--- src/csem_pkg.sv ---
package csem_pkg;

	// item codes
	typedef enum logic [1:0] {
		OP_SAMPLE = 2'd0,
		OP_START  = 2'd1,
		OP_STOP   = 2'd2,
		OP_ESTOP  = 2'd3
	} csem_op_t;

	typedef enum logic [3:0] {
		CAUSE_NONE        = 4'd0,
		CAUSE_SENSOR      = 4'd1,
		CAUSE_OVERVOLT    = 4'd2,
		CAUSE_OVERCURRENT = 4'd3,
		CAUSE_ENERGY      = 4'd4,
		CAUSE_DURATION    = 4'd5,
		CAUSE_UNPLUG      = 4'd6,
		CAUSE_FULL        = 4'd7,
		CAUSE_STOP        = 4'd8,
		CAUSE_ESTOP       = 4'd9
	} csem_cause_t;

	typedef enum logic [2:0] {
		REG_MAX_VOLTAGE  = 3'd0,
		REG_MAX_CURRENT  = 3'd1,
		REG_MIN_CURRENT  = 3'd2,
		REG_FULL_VOLTAGE = 3'd3,
		REG_FULL_CURRENT = 3'd4,
		REG_ENERGY_LIMIT = 3'd5,
		REG_DURATION_LIM = 3'd6
	} csem_reg_t;

	typedef enum logic [4:0] {
		S_IDLE,
		S_PMUL,
		S_PADD,
		S_PEST,
		S_PBACK,
		S_PFIX,
		S_EEST,
		S_EBACK,
		S_EFIX,
		S_EMUL1,
		S_EMUL2,
		S_TADD,
		S_TEST,
		S_TBACK,
		S_TFIX,
		S_SUM,
		S_ACC,
		S_SAFE,
		S_OUT
	} csem_state_t;

	// shared multiplier geometry
	localparam int unsigned MUL_A_W = 33;
	localparam int unsigned MUL_B_W = 21;
	localparam int unsigned MUL_P_W = MUL_A_W + MUL_B_W;

	localparam int unsigned CFG_DATA_W = 40;
	localparam int unsigned ENERGY_W   = 40;

	localparam logic [31:0] GRACE_MS        = 32'd10000;
	localparam logic [31:0] UNPLUG_MS       = 32'd5000;
	localparam logic [31:0] FULL_CONFIRM_MS = 32'd30000;

	localparam logic [20:0] POWER_DIV  = 21'd1000000;
	localparam logic [32:0] POWER_BIAS = 33'd500000;
	localparam logic [20:0] MWH_UNIT   = 21'd3600;
	localparam logic [20:0] MS_PER_S   = 21'd1000;

	// reciprocals floor(2^k / d); estimate is exact or one low for numerators below 2^k
	localparam int unsigned PWR_SHIFT = 33;
	localparam int unsigned ELA_SHIFT = 32;
	localparam int unsigned REM_SHIFT = 24;
	localparam longint unsigned RCP_PWR_L = (64'd1 << PWR_SHIFT) / 64'd1000000;
	localparam longint unsigned RCP_ELA_L = (64'd1 << ELA_SHIFT) / 64'd3600;
	localparam longint unsigned RCP_REM_L = (64'd1 << REM_SHIFT) / 64'd3600;
	localparam logic [20:0] RCP_PWR = RCP_PWR_L[20:0];
	localparam logic [20:0] RCP_ELA = RCP_ELA_L[20:0];
	localparam logic [20:0] RCP_REM = RCP_REM_L[20:0];

	typedef struct packed {
		logic [1:0]  operation;
		logic [31:0] now_ms;
		logic [15:0] voltage_mv;
		logic [15:0] current_ma;
		logic        sensor_valid;
	} csem_in_t;

	typedef struct packed {
		logic        relay_closed;
		logic [3:0]  stop_cause;
		logic        start_refused;
		logic [12:0] power_w;
		logic [39:0] session_energy_mwh;
		logic [39:0] station_energy_mwh;
	} csem_out_t;

	typedef struct packed {
		logic [15:0] max_voltage_mv;
		logic [15:0] max_current_ma;
		logic [15:0] min_current_ma;
		logic [15:0] full_voltage_mv;
		logic [15:0] full_current_ma;
		logic [39:0] energy_limit_mwh;
		logic [22:0] duration_limit_s;
	} csem_cfg_t;

	typedef struct packed {
		csem_cause_t cause;
		logic [31:0] low_start_ms;
		logic [31:0] full_start_ms;
	} csem_safe_t;

endpackage

--- src/csem_mul.sv ---
module csem_mul (
	input  logic                             clk,
	input  logic                             en,
	input  logic [csem_pkg::MUL_A_W-1:0]     a,
	input  logic [csem_pkg::MUL_B_W-1:0]     b,
	output logic [csem_pkg::MUL_P_W-1:0]     p
);
	import csem_pkg::*;

	logic [MUL_P_W-1:0] p_q;

	// product register, holds while not enabled
	always_ff @(posedge clk) begin
		if (en) begin
			p_q <= MUL_P_W'(a) * MUL_P_W'(b);
		end
	end

	assign p = p_q;

endmodule

--- src/csem_safety.sv ---
module csem_safety (
	input  logic [31:0]          now_ms,
	input  logic [15:0]          mv,
	input  logic [15:0]          ma,
	input  logic                 valid,
	input  csem_pkg::csem_cfg_t  cfg,
	input  logic [39:0]          session_energy,
	input  logic [33:0]          duration_ms,
	input  logic [31:0]          session_start_ms,
	input  logic [31:0]          low_start_ms,
	input  logic [31:0]          full_start_ms,
	output csem_pkg::csem_safe_t res
);
	import csem_pkg::*;

	logic [31:0] since_start;
	logic        low_cond;
	logic [31:0] low_base;
	logic        low_hit;
	logic        full_cond;
	logic [31:0] full_base;
	logic        full_hit;

	assign since_start = now_ms - session_start_ms;

	// zero stamp means the timer is not running
	assign low_cond = (ma < cfg.min_current_ma) && (since_start >= GRACE_MS);
	assign low_base = (low_start_ms == '0) ? now_ms : low_start_ms;
	assign low_hit  = low_cond && ((now_ms - low_base) >= UNPLUG_MS);

	assign full_cond = (cfg.full_voltage_mv != '0) && (mv >= cfg.full_voltage_mv) &&
		(ma <= cfg.full_current_ma);
	assign full_base = (full_start_ms == '0) ? now_ms : full_start_ms;
	assign full_hit  = full_cond && ((now_ms - full_base) >= FULL_CONFIRM_MS);

	// first failing check wins, later timers keep their stamps
	always_comb begin
		res.cause         = CAUSE_NONE;
		res.low_start_ms  = low_start_ms;
		res.full_start_ms = full_start_ms;
		if (!valid) begin
			res.cause = CAUSE_SENSOR;
		end else if (mv > cfg.max_voltage_mv) begin
			res.cause = CAUSE_OVERVOLT;
		end else if (ma > cfg.max_current_ma) begin
			res.cause = CAUSE_OVERCURRENT;
		end else if (session_energy >= cfg.energy_limit_mwh) begin
			res.cause = CAUSE_ENERGY;
		end else if ({2'b00, since_start} >= duration_ms) begin
			res.cause = CAUSE_DURATION;
		end else begin
			res.low_start_ms = low_cond ? low_base : '0;
			if (low_hit) begin
				res.cause = CAUSE_UNPLUG;
			end else begin
				res.full_start_ms = full_cond ? full_base : '0;
				if (full_hit) begin
					res.cause = CAUSE_FULL;
				end
			end
		end
	end

endmodule

--- src/charge_session_energy_and_safety_monitor_unit.sv ---
// charge session energy and safety monitor
//
// input channel (in_valid/in_ready/in_data) takes one time-stamped event per beat:
// sample, start, stop or emergency stop. output channel (out_valid/out_ready/out_data)
// returns exactly one result beat per input beat, in order.
// configuration is a plain write port (cfg_wen, cfg_index, cfg_data), one register per
// write, taken at any edge; write it only while no event is in flight.
//
// one event is worked at a time by a small sequencer around a single registered
// multiplier; constant divides are reciprocal multiplies with one correction step.
// start/stop go straight to the output step; a sample with the relay open runs
// the power steps, one with the relay closed runs 17 sequencer steps through power,
// elapsed split, energy carry and safety check, then the output step. in_ready is
// high only while the sequencer is idle.
// results sit in an output register; a stalled receiver holds the sequencer in its
// output step and back-pressures the input channel, nothing is dropped.
// reset: relay open, energy totals, remainder and timer stamps zero, limits at their
// defaults (max voltage/current all ones, the rest zero), no result pending.
module charge_session_energy_and_safety_monitor_unit (
	input  logic                                clk,
	input  logic                                arst_n,
	input  logic                                in_valid,
	output logic                                in_ready,
	input  csem_pkg::csem_in_t                  in_data,
	output logic                                out_valid,
	input  logic                                out_ready,
	output csem_pkg::csem_out_t                 out_data,
	input  logic                                cfg_wen,
	input  logic [2:0]                          cfg_index,
	input  logic [csem_pkg::CFG_DATA_W-1:0]     cfg_data
);
	import csem_pkg::*;

	csem_state_t state_q, state_nxt;

	// control / architectural state
	csem_cfg_t   cfg_q;
	logic        relay_q;
	logic [39:0] session_q;
	logic [39:0] station_q;
	logic [11:0] rem_q;
	logic [31:0] last_q;
	logic [31:0] start_q;
	logic [31:0] low_q;
	logic [31:0] full_q;
	logic        out_valid_q;
	csem_out_t   out_q;

	// event payload and working registers
	logic [31:0] now_q;
	logic [15:0] mv_q;
	logic [15:0] ma_q;
	logic        valid_q;
	csem_cause_t cause_q;
	logic        refused_q;
	logic [12:0] power_q;
	logic [31:0] elapsed_q;
	logic [32:0] num_q;
	logic [20:0] quo_q;
	logic [20:0] eq_q;
	logic [11:0] er_q;
	logic [32:0] hi_q;
	logic [33:0] add_q;

	// shared multiplier
	logic               mul_en;
	logic [MUL_A_W-1:0] mul_a;
	logic [MUL_B_W-1:0] mul_b;
	logic [MUL_P_W-1:0] mul_p;

	logic        accept;
	logic        out_load;
	logic [32:0] pwr_rem;
	logic [31:0] ela_rem;
	logic [23:0] t_rem;
	logic [40:0] sess_sum;
	logic [40:0] stat_sum;
	csem_safe_t  safe;

	assign accept   = in_valid && in_ready;
	assign in_ready = (state_q == S_IDLE);
	assign out_load = (state_q == S_OUT) && (!out_valid_q || out_ready);

	csem_mul u_mul (
		.clk (clk),
		.en  (mul_en),
		.a   (mul_a),
		.b   (mul_b),
		.p   (mul_p)
	);

	// duration limit in ms is left in the product register by the sum step
	csem_safety u_safety (
		.now_ms           (now_q),
		.mv               (mv_q),
		.ma               (ma_q),
		.valid            (valid_q),
		.cfg              (cfg_q),
		.session_energy   (session_q),
		.duration_ms      (mul_p[33:0]),
		.session_start_ms (start_q),
		.low_start_ms     (low_q),
		.full_start_ms    (full_q),
		.res              (safe)
	);

	// correction residues of the three constant divides
	assign pwr_rem  = num_q - mul_p[32:0];
	assign ela_rem  = elapsed_q - mul_p[31:0];
	assign t_rem    = num_q[23:0] - mul_p[23:0];
	assign sess_sum = {1'b0, session_q} + 41'(add_q);
	assign stat_sum = {1'b0, station_q} + 41'(add_q);

	// next state
	always_comb begin
		state_nxt = state_q;
		unique case (state_q)
			S_IDLE: begin
				if (accept) begin
					state_nxt = (in_data.operation == OP_SAMPLE) ? S_PMUL : S_OUT;
				end
			end
			S_PMUL:  state_nxt = S_PADD;
			S_PADD:  state_nxt = S_PEST;
			S_PEST:  state_nxt = S_PBACK;
			S_PBACK: state_nxt = S_PFIX;
			S_PFIX:  state_nxt = relay_q ? S_EEST : S_OUT;
			S_EEST:  state_nxt = S_EBACK;
			S_EBACK: state_nxt = S_EFIX;
			S_EFIX:  state_nxt = S_EMUL1;
			S_EMUL1: state_nxt = S_EMUL2;
			S_EMUL2: state_nxt = S_TADD;
			S_TADD:  state_nxt = S_TEST;
			S_TEST:  state_nxt = S_TBACK;
			S_TBACK: state_nxt = S_TFIX;
			S_TFIX:  state_nxt = S_SUM;
			S_SUM:   state_nxt = S_ACC;
			S_ACC:   state_nxt = S_SAFE;
			S_SAFE:  state_nxt = S_OUT;
			S_OUT: begin
				if (out_load) begin
					state_nxt = S_IDLE;
				end
			end
			default: state_nxt = S_IDLE;
		endcase
	end

	// multiplier operand steering
	always_comb begin
		mul_en = 1'b0;
		mul_a  = '0;
		mul_b  = '0;
		unique case (state_q)
			S_PMUL: begin
				mul_en = 1'b1;
				mul_a  = MUL_A_W'(mv_q);
				mul_b  = MUL_B_W'(ma_q);
			end
			S_PEST: begin
				mul_en = 1'b1;
				mul_a  = num_q;
				mul_b  = RCP_PWR;
			end
			S_PBACK: begin
				mul_en = 1'b1;
				mul_a  = MUL_A_W'(mul_p >> PWR_SHIFT);
				mul_b  = POWER_DIV;
			end
			S_EEST: begin
				mul_en = 1'b1;
				mul_a  = MUL_A_W'(elapsed_q);
				mul_b  = RCP_ELA;
			end
			S_EBACK: begin
				mul_en = 1'b1;
				mul_a  = MUL_A_W'(mul_p >> ELA_SHIFT);
				mul_b  = MWH_UNIT;
			end
			S_EMUL1: begin
				mul_en = 1'b1;
				mul_a  = MUL_A_W'(power_q);
				mul_b  = eq_q;
			end
			S_EMUL2: begin
				mul_en = 1'b1;
				mul_a  = MUL_A_W'(power_q);
				mul_b  = MUL_B_W'(er_q);
			end
			S_TEST: begin
				mul_en = 1'b1;
				mul_a  = num_q;
				mul_b  = RCP_REM;
			end
			S_TBACK: begin
				mul_en = 1'b1;
				mul_a  = MUL_A_W'(mul_p >> REM_SHIFT);
				mul_b  = MWH_UNIT;
			end
			S_SUM: begin
				mul_en = 1'b1;
				mul_a  = MUL_A_W'(cfg_q.duration_limit_s);
				mul_b  = MS_PER_S;
			end
			default: begin
				mul_en = 1'b0;
			end
		endcase
	end

	// configuration registers
	always_ff @(posedge clk or negedge arst_n) begin
		if (!arst_n) begin
			cfg_q.max_voltage_mv   <= '1;
			cfg_q.max_current_ma   <= '1;
			cfg_q.min_current_ma   <= '0;
			cfg_q.full_voltage_mv  <= '0;
			cfg_q.full_current_ma  <= '0;
			cfg_q.energy_limit_mwh <= '0;
			cfg_q.duration_limit_s <= '0;
		end else if (cfg_wen) begin
			unique case (csem_reg_t'(cfg_index))
				REG_MAX_VOLTAGE:  cfg_q.max_voltage_mv   <= cfg_data[15:0];
				REG_MAX_CURRENT:  cfg_q.max_current_ma   <= cfg_data[15:0];
				REG_MIN_CURRENT:  cfg_q.min_current_ma   <= cfg_data[15:0];
				REG_FULL_VOLTAGE: cfg_q.full_voltage_mv  <= cfg_data[15:0];
				REG_FULL_CURRENT: cfg_q.full_current_ma  <= cfg_data[15:0];
				REG_ENERGY_LIMIT: cfg_q.energy_limit_mwh <= cfg_data[39:0];
				REG_DURATION_LIM: cfg_q.duration_limit_s <= cfg_data[22:0];
				default: begin
				end
			endcase
		end
	end

	// sequencer state and session state
	always_ff @(posedge clk or negedge arst_n) begin
		if (!arst_n) begin
			state_q     <= S_IDLE;
			relay_q     <= 1'b0;
			session_q   <= '0;
			station_q   <= '0;
			rem_q       <= '0;
			last_q      <= '0;
			start_q     <= '0;
			low_q       <= '0;
			full_q      <= '0;
			out_valid_q <= 1'b0;
		end else begin
			state_q <= state_nxt;
			if (out_load) begin
				out_valid_q <= 1'b1;
			end else if (out_ready) begin
				out_valid_q <= 1'b0;
			end
			case (state_q)
				S_IDLE: begin
					if (accept) begin
						case (csem_op_t'(in_data.operation))
							OP_START: begin
								if (!relay_q) begin
									session_q <= '0;
									rem_q     <= '0;
									start_q   <= in_data.now_ms;
									last_q    <= in_data.now_ms;
									low_q     <= '0;
									full_q    <= '0;
									relay_q   <= 1'b1;
								end
							end
							OP_STOP, OP_ESTOP: begin
								relay_q <= 1'b0;
							end
							default: begin
							end
						endcase
					end
				end
				S_PMUL: begin
					last_q <= now_q;
				end
				S_TFIX: begin
					rem_q <= (t_rem >= 24'(MWH_UNIT)) ? 12'(t_rem - 24'(MWH_UNIT)) : t_rem[11:0];
				end
				S_ACC: begin
					session_q <= sess_sum[40] ? '1 : sess_sum[39:0];
					station_q <= stat_sum[40] ? '1 : stat_sum[39:0];
				end
				S_SAFE: begin
					low_q  <= safe.low_start_ms;
					full_q <= safe.full_start_ms;
					if (safe.cause != CAUSE_NONE) begin
						relay_q <= 1'b0;
					end
				end
				default: begin
				end
			endcase
		end
	end

	// working payload
	always_ff @(posedge clk) begin
		case (state_q)
			S_IDLE: begin
				if (accept) begin
					now_q     <= in_data.now_ms;
					valid_q   <= in_data.sensor_valid;
					mv_q      <= in_data.sensor_valid ? in_data.voltage_mv : '0;
					ma_q      <= in_data.sensor_valid ? in_data.current_ma : '0;
					power_q   <= '0;
					refused_q <= (in_data.operation == OP_START) && relay_q;
					case (csem_op_t'(in_data.operation))
						OP_STOP:  cause_q <= CAUSE_STOP;
						OP_ESTOP: cause_q <= CAUSE_ESTOP;
						default:  cause_q <= CAUSE_NONE;
					endcase
				end
			end
			S_PMUL: begin
				elapsed_q <= now_q - last_q;
			end
			S_PADD: begin
				num_q <= 33'(mul_p[31:0]) + POWER_BIAS;
			end
			S_PBACK: begin
				quo_q <= 21'(mul_p >> PWR_SHIFT);
			end
			S_PFIX: begin
				power_q <= quo_q[12:0] + 13'(pwr_rem >= 33'(POWER_DIV));
			end
			S_EBACK: begin
				quo_q <= 21'(mul_p >> ELA_SHIFT);
			end
			S_EFIX: begin
				if (ela_rem >= 32'(MWH_UNIT)) begin
					eq_q <= quo_q + 21'd1;
					er_q <= 12'(ela_rem - 32'(MWH_UNIT));
				end else begin
					eq_q <= quo_q;
					er_q <= ela_rem[11:0];
				end
			end
			S_EMUL2: begin
				hi_q <= mul_p[32:0];
			end
			S_TADD: begin
				num_q <= 33'(mul_p[23:0]) + 33'(rem_q);
			end
			S_TBACK: begin
				quo_q <= 21'(mul_p >> REM_SHIFT);
			end
			S_TFIX: begin
				quo_q <= quo_q + 21'(t_rem >= 24'(MWH_UNIT));
			end
			S_SUM: begin
				add_q <= 34'(hi_q) + 34'(quo_q);
			end
			S_SAFE: begin
				cause_q <= safe.cause;
			end
			default: begin
			end
		endcase
		if (out_load) begin
			out_q.relay_closed       <= relay_q;
			out_q.stop_cause         <= cause_q;
			out_q.start_refused      <= refused_q;
			out_q.power_w            <= power_q;
			out_q.session_energy_mwh <= session_q;
			out_q.station_energy_mwh <= station_q;
		end
	end

	assign out_valid = out_valid_q;
	assign out_data  = out_q;

	// relay only closes on an accepted start
	a_relay_close: assert property (@(posedge clk) disable iff (!arst_n)
		$rose(relay_q) |-> $past(accept && (in_data.operation == OP_START)))
		else $error("relay closed without a start");

	// carry remainder stays below one mWh
	a_rem_range: assert property (@(posedge clk) disable iff (!arst_n)
		rem_q < 12'(MWH_UNIT))
		else $error("energy remainder out of range");

	// station total never drops
	a_station_mono: assert property (@(posedge clk) disable iff (!arst_n)
		station_q >= $past(station_q))
		else $error("station energy decreased");

	// session total bounded by station total
	a_session_le_station: assert property (@(posedge clk) disable iff (!arst_n)
		session_q <= station_q)
		else $error("session energy above station energy");

	// a reported cause means the relay is open
	a_cause_open: assert property (@(posedge clk) disable iff (!arst_n)
		out_valid |-> (out_data.stop_cause == CAUSE_NONE) || !out_data.relay_closed)
		else $error("stop cause with relay closed");

endmodule

--- config.mk ---
export PLATFORM = sky130hd
export DESIGN_NAME = charge_session_energy_and_safety_monitor_unit
export DESIGN_NICKNAME = d
export VERILOG_FILES = /design/src/csem_pkg.sv /design/src/csem_mul.sv /design/src/csem_safety.sv /design/src/charge_session_energy_and_safety_monitor_unit.sv
export SDC_FILE = /design/constraint.sdc
export NUM_CORES = 2
export LEC_CHECK = 0
export BUFFER_PORTS_ARGS = -buffer_cell sky130_fd_sc_hd__buf_2
export CORE_MARGIN = 2
export CORE_UTILIZATION = 60
export CTS_BUF_LIST = sky130_fd_sc_hd__clkbuf_4 sky130_fd_sc_hd__clkbuf_8
export CTS_CLUSTER_SIZE = 30
export DETAILED_ROUTE_END_ITERATION = 6
export GPL_TIMING_DRIVEN = 0
export PLACE_DENSITY_LB_ADDON = 0.05
export REMOVE_ABC_BUFFERS = 1
export SYNTH_ARGS = -nofsm -noshare
export SYNTH_HDL_FRONTEND = slang
export SYNTH_HIERARCHICAL = 1
export SYNTH_SLANG_ARGS = --single-unit
--- constraint.sdc ---
create_clock -name clk -period 11.3 [get_ports clk]
set_clock_uncertainty 0.1 [all_clocks]
set_input_delay 0 -clock clk [delete_from_list [all_inputs] [get_ports clk]]
set_output_delay 0 -clock clk [all_outputs]
set_load 0.02 [all_outputs]
==> metrics.txt <==
global-route wire length before repair=around 370000 microns; I/O pin cnt=between 200 and 250; worst setup margin=0.455 ns; Post-Route WL=245000 microns; Final #Nets=~9700; drt drc=0; final antenna-violating net count=0; Die Area=129000 sq um; max-cap violations=0; Seq cells post-synth=792; RSZ-0062 raised after global routing=false; Slew Viols, Final=0; status=complete, no violations; TritonCTS clock tree=yes; Setup crit end kind=flip-flop; fillers=9990; class of the most critical setup path=reg -> reg; Initial DRC Count=6884; FFs w/ async S/R, synth=46.7%; register area share after synthesis=29.1%; CP Launch Type=flip-flop; Max clock buf depth=3; vias post-DR=63700; Die Ht=between 300 and 400 microns; post-synth top area share=between 15 and 20%; setup_tns=0 ns; Syn Area/Cell=around 9.4 sq um; CTS buffer count=146; fmax=roughly 0.092 GHz; Core Area=125000 sq um; Die W=between 300 and 400 microns; Synth cell types=~110; HPWL after DPL=around 180000 microns; initial antenna violation count=15; Worst-Margin Slew=1.38 ns; crit path DAT=about 11 ns; overall routing resource usage=38.0%; setup bufs post-CTS=0; worst-skew pair later-pin latency=0.93 ns; Post-Syn Instances=8066; Cell Area, Placed=78500 sq um; pin count of the biggest net entering global routing=120; CTS Sinks=792; Slew HR=8.28%; via/cell ratio=roughly 6.3; Row Count=between 100 and 150; wire length per cell=24.1 microns; pre-CTS setup slack=0.123 ns; final hold viol count=0; WHS=0.0868 ns; Synth area leader=edfxtp_1; Post-synth EDFFs=between 400 and 500; Synthesis Warnings=6; post-synthesis cell area=75400 sq um; clk slew on worst S/H paths=0.08 ns; CTS root buf=clkbuf_8; top-count cell post-synth=inv_1; 1st-pass router iterations=7; # port buffers=215; final setup fails=0; H-Tree Depth=4; GPL Wtd Cong=1.02; vias in the first global route=around 64000; post-layout min period=10.85 ns; most common library cells after synthesis=inv_1 (976), nand2_1 (946), ha_1 (614); Layout area overhead=12.0%; Post-synth top flop=edfxtp_1; GRT overflow=0; worst hold path class=in -> reg; Final Cycle Share=96.0%; Design Area, Final=84500 sq um; ratio of cells with drive above 1 in the final layout=10.3%; Initial Util=60.2%; dominant cells by area after synthesis=edfxtp_1 (17%), fa_1 (16%), dfrtp_1 (11%), ha_1 (10%), inv_1 (4.9%); crit-path max FO=23; required time worst endpoint=11.79 ns
cell type report:
type                            count  area (sq um)  share of cell area, %
Antenna cell                       11          27.5                 0.0326
Clock buffer                      197          2500                   2.96
Timing Repair Buffer              562          4970                   5.89
Inverter                          977          3670                   4.34
Clock inverter                     74           629                  0.745
Tap cell                         1650          2060                   2.44
Multi-Input combinational cell   5919         48700                   57.6
Sequential cell                   792         22000                   26.0
logic make-up after synthesis:
group	synth area share, %
AND/OR/NAND/NOR	15.4
adder cells (fa/ha/maj)	26.0
other	0.00497
flip-flops	29.1
buffers and inverters	6.86
multiplexers	2.54
AO/OA/AOI/OAI	16.0
XOR/XNOR	4.03
metal layers:
layer	GRT usage, %	part of all wire (%)	vias up
li1	-	-	28500
met1	49.2	40	31400
met2	59.9	45	3078
met3	8.41	8.6	746
met4	20.2	6.1	4
met5	0	0.011	-
sequential cells by signal (all words and copies together) (netlist names), 33 cells and up:
| register | cells |
|---|---|
| station_q | 40 |
| session_q | 40 |
| hi_q | 33 |
| u_mul/p | 54 |
| cfg_q | 143 |
| out_data | 99 |
| num_q | 33 |
| add_q | 34 |
through the flow:
| stage | cells | util (%) |
|---|---|---|
| 3_5_place_dp | 9623 | 62.6 |
| 5_1_grt | 10200 | 67.4 |
| 3_3_place_gp | 9553 | 61.5 |
| 2_1_floorplan | 7688 | - |
| 6_report | 10200 | 67.5 |
| 4_1_cts | 10200 | 67.4 |
critical path: stages, from the launching register on:
cell       delay (ns)
dfrtp_1          0.84
nand2_1          0.21
or3_1            0.56
nor2_2           0.77
a22oi_1          0.24
nand3_1          1.01
and2_1           0.27
fa_1             0.46
fa_1             0.52
fa_1             0.52
fa_1             0.52
fa_1             0.52
fa_1             0.57
inv_1            0.06
fa_1             0.55
inv_1            0.05
ha_1             0.41
a21oi_1          0.24
o21a_1           0.23
nand2_1          0.22
a2111oi_2        0.68
nor3_1           0.22
or2_1            0.31
a41oi_1          0.28
xnor2_1          0.10
path summary, 6_finish.rpt:
kind / startpoint / endpoint / cells past startpoint / slack (ns)
worst max-delay path: state_q[0] / u_mul/p[45] / 24 / 0.45
worst min-delay path: cfg_wen / cfg_q[68] / 5 / 0.09
worst max register to register: state_q[0] / u_mul/p[45] / 24 / 0.45
worst min register to register: cause_q[3] / out_data[97] / 0 / 0.32
max in group asynchronous: arst_n / last_q[6] / 5 / 9.67
min in group asynchronous: arst_n / station_q[30] / 4 / 0.18
what timing repair did:
action,4_1_cts,5_1_grt
setup endpoints to repair,0,18
gates resized for setup,0,18
hold buffers,277,0
hold endpoints to repair,678,0
placed cells by master (no fill, tap or decap), types with 38 or more instances in the layout:
cell and n:
inv_1 976, nand2_1 942, ha_1 614, fa_1 596
a21oi_1 467, edfxtp_1 422, and2_1 409, dfrtp_1 336
nor2_1 325, o21ai_0 307, dlygate4sd3_1 276, xnor2_1 228
buf_2 217, a21o_1 215, clkbuf_8 163, mux2_2 151
nand3_1 125, nor3_1 122, xor2_1 119, a22o_1 102
nand4_1 95, o21a_1 68, a31oi_1 62, o31ai_1 56
nand2b_1 56, nor2b_1 55, o211ai_1 53, a211oi_1 49
and3_1 48, nor4_1 46, a222oi_1 42, o21bai_1 38
a22oi_1 38
Power is not shown: default switching activity piles up to over one toggle a cycle in this logic, so the estimate is an artifact.
